`src/rtl/core/sem_pkg.sv`:
```
`timescale 1ns / 1ps
// Shared types and constants for the 3x3 Sobel edge magnitude block.
// Used by the line memory, the square root unit, the top level and the checker.
package sem_pkg;

    // Pixel and arithmetic widths.
    localparam int PIX_W       = 8;
    localparam int ROW_W       = 16;
    localparam int CFG_WIDTH_W = 12;
    localparam int CFG_DATA_W  = 16;
    localparam int CFG_IDX_W   = 1;
    localparam int SQ_W        = 16;
    localparam int ROOT_W      = 8;

    // Register indexes on the configuration port.
    localparam logic [CFG_IDX_W-1:0] CFG_IMAGE_WIDTH  = 1'b0;
    localparam logic [CFG_IDX_W-1:0] CFG_IMAGE_HEIGHT = 1'b1;

    // Item kinds.
    localparam logic MODE_PIXEL = 1'b0;
    localparam logic MODE_FLUSH = 1'b1;

    // Register values after reset.
    localparam logic [CFG_WIDTH_W-1:0] WIDTH_RESET  = 12'd640;
    localparam logic [ROW_W-1:0]       HEIGHT_RESET = 16'd480;

    // Saturated magnitude and the first trial bit of the square root.
    localparam logic [PIX_W-1:0] PIX_MAX        = 8'hFF;
    localparam logic [SQ_W-1:0]  SQRT_FIRST_BIT = 16'h4000;

    typedef logic [PIX_W-1:0] t_pixel;

    // One line memory entry: the pixel two rows up and the pixel one row up.
    typedef struct packed {
        t_pixel upper;
        t_pixel middle;
    } t_line_word;

endpackage

```
`src/rtl/core/sem_isqrt.sv`:
```
`timescale 1ns / 1ps
// Iterative integer square root, one result bit per cycle.
// Depends on sem_pkg for the operand widths.
module sem_isqrt
    import sem_pkg::*;
(
    input  logic              i_clk,
    input  logic              i_rst_n,
    input  logic              i_start,
    input  logic [SQ_W-1:0]   i_value,
    output logic              o_done,
    output logic [ROOT_W-1:0] o_root
);

    logic            r_busy;
    logic [SQ_W-1:0] r_val;
    logic [SQ_W-1:0] r_root;
    logic [SQ_W-1:0] r_bit;
    logic [SQ_W:0]   trial;
    logic            ge;
    logic [SQ_W-1:0] n_val;
    logic [SQ_W-1:0] n_root;

    // One step of the digit-by-digit root: try root plus the current bit.
    always_comb begin
        trial = {1'b0, r_root} + {1'b0, r_bit};
        ge    = {1'b0, r_val} >= trial;
        if (ge) begin
            n_val  = r_val - trial[SQ_W-1:0];
            n_root = (r_root >> 1) + r_bit;
        end else begin
            n_val  = r_val;
            n_root = r_root >> 1;
        end
    end

    // The bit walks down two places per step; eight steps cover a 16-bit value.
    always_ff @(posedge i_clk) begin
        if (!i_rst_n) begin
            r_busy <= 1'b0;
        end else if (i_start) begin
            r_busy <= 1'b1;
            r_val  <= i_value;
            r_root <= '0;
            r_bit  <= SQRT_FIRST_BIT;
        end else if (r_busy) begin
            if (r_bit != '0) begin
                r_val  <= n_val;
                r_root <= n_root;
                r_bit  <= r_bit >> 2;
            end else begin
                r_busy <= 1'b0;
            end
        end
    end

    assign o_done = r_busy && (r_bit == '0);
    assign o_root = r_root[ROOT_W-1:0];

endmodule

```
`config.mk`:
```
export PLATFORM = sky130hd
export DESIGN_NAME = sem_isqrt
export DESIGN_NICKNAME = d
export VERILOG_FILES = /design/src/rtl/core/sem_pkg.sv /design/src/rtl/core/sem_isqrt.sv
export SDC_FILE = /design/constraint.sdc
export NUM_CORES = 1
export LEC_CHECK = 0
export ABC_AREA = 1
export BUFFER_PORTS_ARGS = -buffer_cell sky130_fd_sc_hd__buf_2
export CORE_MARGIN = 5
export CORE_UTILIZATION = 50
export DETAILED_ROUTE_END_ITERATION = 8
export PLACE_DENSITY_LB_ADDON = 0.2
export SYNTH_ARGS = -nofsm -noshare
export SYNTH_HDL_FRONTEND = slang
export SYNTH_SLANG_ARGS = --single-unit
export TNS_END_PERCENT = 5
```
`constraint.sdc`:
```
create_clock -name i_clk -period 4.4 [get_ports i_clk]
set_clock_uncertainty 0.05 [all_clocks]
set_input_delay 0 -clock i_clk [delete_from_list [all_inputs] [get_ports i_clk]]
set_output_delay 0 -clock i_clk [all_outputs]
set_load 0.01 [all_outputs]
```
==> Word level (Yosys, flattened, before mapping) <==
Cells that the tools add are included.
{ "totals": {"out_inout_bits": 9, "ff_bits": 49, "wordCells": 28, "input_bits": 19} }
{ "classes": {"n_addsub": 3, "n_reduce_logical": 8, "mux": 12, "n_lt_le_gt_ge": 1} }
{ "op_table": {"columns": ["cell", "count"], "rows": [
  ["2-to-1 mux 16 bit", 9],
  ["adder 16 x 16 -> 17 bit", 1],
  [">= comparator 16 x 17 -> 1 bit", 1],
  ["adder 15 x 16 -> 16 bit", 1],
  ["logical NOT 16 bit", 1],
  ["nonzero test 16 bit", 1],
  ["subtractor 16 bit", 1],
  ["nonzero test 2 bit", 3],
  ["AND reduction 4 bit", 1],
  ["2-to-1 mux 1 bit", 3],
  ["AND reduction 3 bit", 1],
  ["logical AND 1 bit", 1]
]} }

==> Logic depth before layout (Yosys ltp) <==
{ "logic_depth": {"word_depth": 6, "mapped_depth": 20, "ltp_nobuf": 20} }

==> Worst setup path after synthesis <==
No wires, ideal clock.
{ "synth_path": {"path_kind": "register -> register", "start": "register r_root[6]", "end": "register r_val[0], enable pin", "t_arrival_ns": 3.447, "stages_incl_launch_ff": 19, "slack_ns": 0.509, "n_path_buf": 1, "required_time_ns": 3.956, "synth_period_minus_slack_ns": 3.891, "setup_ns": 0.394, "cell_sequence": "edfxtp_1 > ha_1 > nand2_1 > nor2_1 > nor2_1 > a21oi_1 > a21oi_1 > o21ai_0 > xnor2_1 > ha_1 > nand2_1 > nor2_1 > nand4_1 > nand3_1 > nand2_4 > nand2_4 > nand2_4 > buf_6 > a21oi_1"} }
{ "synth_via": {"elab_chain_len": 4} }
{ "synth_rtl": {"columns": ["element", "line_no", "text"], "rows": [
  ["start, declared", "sem_isqrt.sv:17", "logic [SQ_W-1:0] r_root;"],
  ["start signal, assigned", "sem_isqrt.sv:49", "r_root <= n_root;"],
  ["adder 16 x 16 -> 17 bit", "sem_isqrt.sv:26", "trial = {1'b0, r_root} + {1'b0, r_bit};"],
  [">= comparator 16 x 17 -> 1 bit", "sem_isqrt.sv:27", "ge = {1'b0, r_val} >= trial;"],
  ["nonzero test 2 bit (no line)", null, null],
  ["AND reduction 4 bit (no line)", null, null],
  ["end signal, assigned", "sem_isqrt.sv:43", "r_val <= i_value;"],
  ["end signal, assigned", "sem_isqrt.sv:48", "r_val <= n_val;"],
  ["end, declared", "sem_isqrt.sv:16", "logic [SQ_W-1:0] r_val;"]
]} }
Every way passes these cells.
A chain may end at the register's enable or synchronous reset.

==> Worst setup path after layout <==
{ "layout_path": {"start": "register r_root[6]", "end": "register r_val[14], enable pin"} }
The elaborated chain is that of the path after synthesis.

==> impl_metrics.json <==
{
  "drc_errors": 0,
  "powerDensity_nw_per_um2": 406,
  "cts_tree": "done",
  "ys_seq_area_share_pct": 33.2,
  "fin_crit_ps": 3760,
  "holdPathStages": 2,
  "num_rows": 31,
  "syn-num-nets": 540,
  "setup_tns_ps": 0,
  "track_usage_pct": 20.4,
  "grt_max_degree": 37,
  "antenna_left": 0,
  "syn_area_um2": 3680,
  "layoutNonFillerInstCount": 622,
  "synth_top_area_cell": "edfxtp_1",
  "p_int_mw": 0.946,
  "setup_violations": 0,
  "gp_congestion": 0.918,
  "synth_edf_count": 40,
  "cts_buffers": 5,
  "final_core_util_pct": 56.9,
  "grt_pass1_wl_mm": 14.5,
  "synth_top_cells_by_count": "nand2_1 (132), inv_1 (46), nand3_1 (44)",
  "crit_path_end_kind": "register",
  "vias_per_cell": 5.28,
  "overflow": 0,
  "p_clk_share_pct": 15.2,
  "crit_buf_inv": 1,
  "p_seq_share_pct": 33.8,
  "finalInstanceArea_um2": 4110,
  "pwr-share-comb_pct": 51.0,
  "n_antenna_cell": 0,
  "syn2layout_area_growth_pct": 11.6,
  "wl_mm": 8.79,
  "htreeDepth": 2,
  "num_vias": 3284,
  "syn_avg_cell_area_um2": 7.58,
  "drt_iter0_drc": 263,
  "relSlewSlack_pct": 38.6,
  "slew_violations": 0,
  "clk_pin_slew_ps": 90,
  "path_class": "reg -> reg",
  "hold_violations": 0,
  "worstSkewPairLatency_ps": 300,
  "maxCapViolCount": 0,
  "cts_buffer_depth": 2,
  "worstPathRequired_ps": 4340,
  "dpl_cell_area_um2": 3850,
  "synth_top_area_share_pct": 32.6,
  "rsz0062_at_grt": "no",
  "reg2reg_from": "r_root[6]",
  "root_buffer": "clkbuf_8",
  "reg2reg_to": "r_val[14]",
  "p_sw_share_pct": 43.3,
  "p_sw_mw": 0.724,
  "synth_warnings": 0,
  "placed_cells": 597,
  "wl_per_cell_um": 14.1,
  "start_util_pct": 51.0,
  "io_pins": 28,
  "p_leak_nw": 1.89,
  "ys_ff_latch": 41,
  "core_area_um2": 7210,
  "die_height_um": 95.8,
  "dieArea_um2": 9180,
  "hold_end": "r_bit[14]",
  "synthArstFlopShare_pct": 0,
  "arrival_ps": 3690,
  "start_kind": "register",
  "ys_top_cells_by_area": "edfxtp_1 (33%), nand2_1 (13%), ha_1 (12%)",
  "cp_max_fo": 16,
  "grt_pass1_vias": 3014,
  "synthCells": 486,
  "die_w_um": 95.8,
  "fmax_ghz": 0.266,
  "hp-start": "i_start",
  "hold_class": "in -> reg",
  "crit_path_max_incr_delay_ps": 510,
  "antenna_found_initial": 0,
  "rrSetupSlack_ps": 640,
  "hpwl_mm": 6.55,
  "yosysMostFrequentCell": "nand2_1",
  "status": "finished, final reports clean",
  "first_pass_iters": 5,
  "cp_slowest_cell": "edfxtp_1",
  "clock_sinks": 41,
  "worst_slew_pin_slew_ps": 921,
  "synth_top_flop_cell": "edfxtp_1",
  "drive_gt1_share_pct": 9.75,
  "crit_family": "simple AND/OR/NAND/NOR gates",
  "yosys.cell_types.count": 37,
  "io_buffers": 27,
  "final_net_count": 576,
  "final.period_utilization_pct": 85.4,
  "path_cells": "ha_1, nand2_1, nor2_1, nor2_1, a21oi_1, a21oi_1, o21ai_0, xnor2_1, ha_1, nand2_1, nor2_1, nand4_1, nand3_1, nand2_4, nand2_4, nand2_4, a21oi_1, buf_4",
  "vdd_drop_max_uv": 192,
  "reg2regPathDepth": 18
}
[worst max path at each step]
stage | from | end | slack [ps] | cells past startpoint
floorplan | r_root[6] | r_val[0] | 510 | 18
global placement | r_root[10] | r_val[14] | 790 | 17
detailed placement | r_root[6] | r_val[15] | 690 | 18
CTS | r_root[6] | r_val[14] | 660 | 18
global route | r_root[4] | r_val[15] | 340 | 18
finish | r_root[6] | r_val[14] | 640 | 18
[per-layer routing]
| layer | vias up | global-route usage (%) | wire, µm |
|---|---|---|---|
| li1 | 1705 | - | - |
| met1 | 1483 | 29.6 | 4330 |
| met2 | 86 | 31.8 | 3960 |
| met3 | 10 | 2.74 | 372 |
| met4 | 0 | 5.69 | 133 |
| met5 | - | 0 | 0 |
[final cells by class]
class | count | area [µm²]
fill | 718 | 3110
timing repair buffer | 46 | 320
multi-input combinational | 380 | 2180
clock inverter | 3 | 17.5
tap | 99 | 124
inverter | 48 | 180
sequential | 41 | 1220
clock buffer | 5 | 68.8
[through the flow]
step / setup slack [ps] / power, mW / hold slack [ps]
floorplan: 509 / 1.23 / 48.9
finish: 644 / 1.67 / 207
global route: 341 / 1.82 / 217
detailed placement: 694 / 1.40 / 227
global placement: 795 / 1.40 / 220
CTS: 664 / 1.67 / 202
[power groups by stage]
stage               Combinational, mW  Sequential [mW]  Clock [mW]
CTS                             0.848            0.564       0.262
floorplan                       0.685            0.550           0
global route                    0.977            0.570       0.277
finish                          0.852            0.564       0.253
detailed placement              0.829            0.572           0
global placement                0.825            0.571           0
[kinds of logic (layout without fill, tap and decap cells)]
logic type / count (synthesis) / in the layout / synth area share (%)
flip-flops: 41 / 41 / 33.2
buffers and inverters: 65 / 102 / 7.75
adder cells (fa/ha/maj): 35 / 35 / 12.1
XOR/XNOR: 29 / 29 / 6.90
AO/OA/AOI/OAI: 77 / 77 / 11.7
AND/OR/NAND/NOR: 239 / 239 / 28.4
[layout by cell type, fill, tap and decap left out]
master and n:
o21a_1 1, a31oi_1 5, nand3b_1 2, xnor2_1 17, inv_1 46, dlygate4sd3_1 17
dfxtp_1 1, nand3_2 1, ha_1 34, xor2_1 12, clkinv_1 1, and2_1 1
buf_4 2, nand2_1 132, clkinv_2 1, a211oi_1 1, edfxtp_1 40, or2_2 5
o21ai_1 6, a21boi_1 2, nand2_2 3, nor2_1 39, o22ai_1 1, nand4_1 6
nand3_4 1, a21o_1 6, nand3_1 44, buf_2 27, o2111ai_1 1, fa_1 1
nor4_1 2, o21bai_1 3, inv_2 2, o21ai_0 20, a21oi_1 30, o31ai_1 1
nand2_4 3, clkbuf_8 5, clkinv_4 1
[timing repair]
item	4_1_cts	5_1_grt
setup buffers	0	0
hold buffers	17	0
resized for setup	0	0
endpoints found under the hold margin	17	0
[sequential cells by signal, summed over array words and instances (netlist names)]
register and count:
r_bit 8, r_busy 1, r_root 16, r_val 16
No activity file was read; power rests on OpenSTA's default activity.
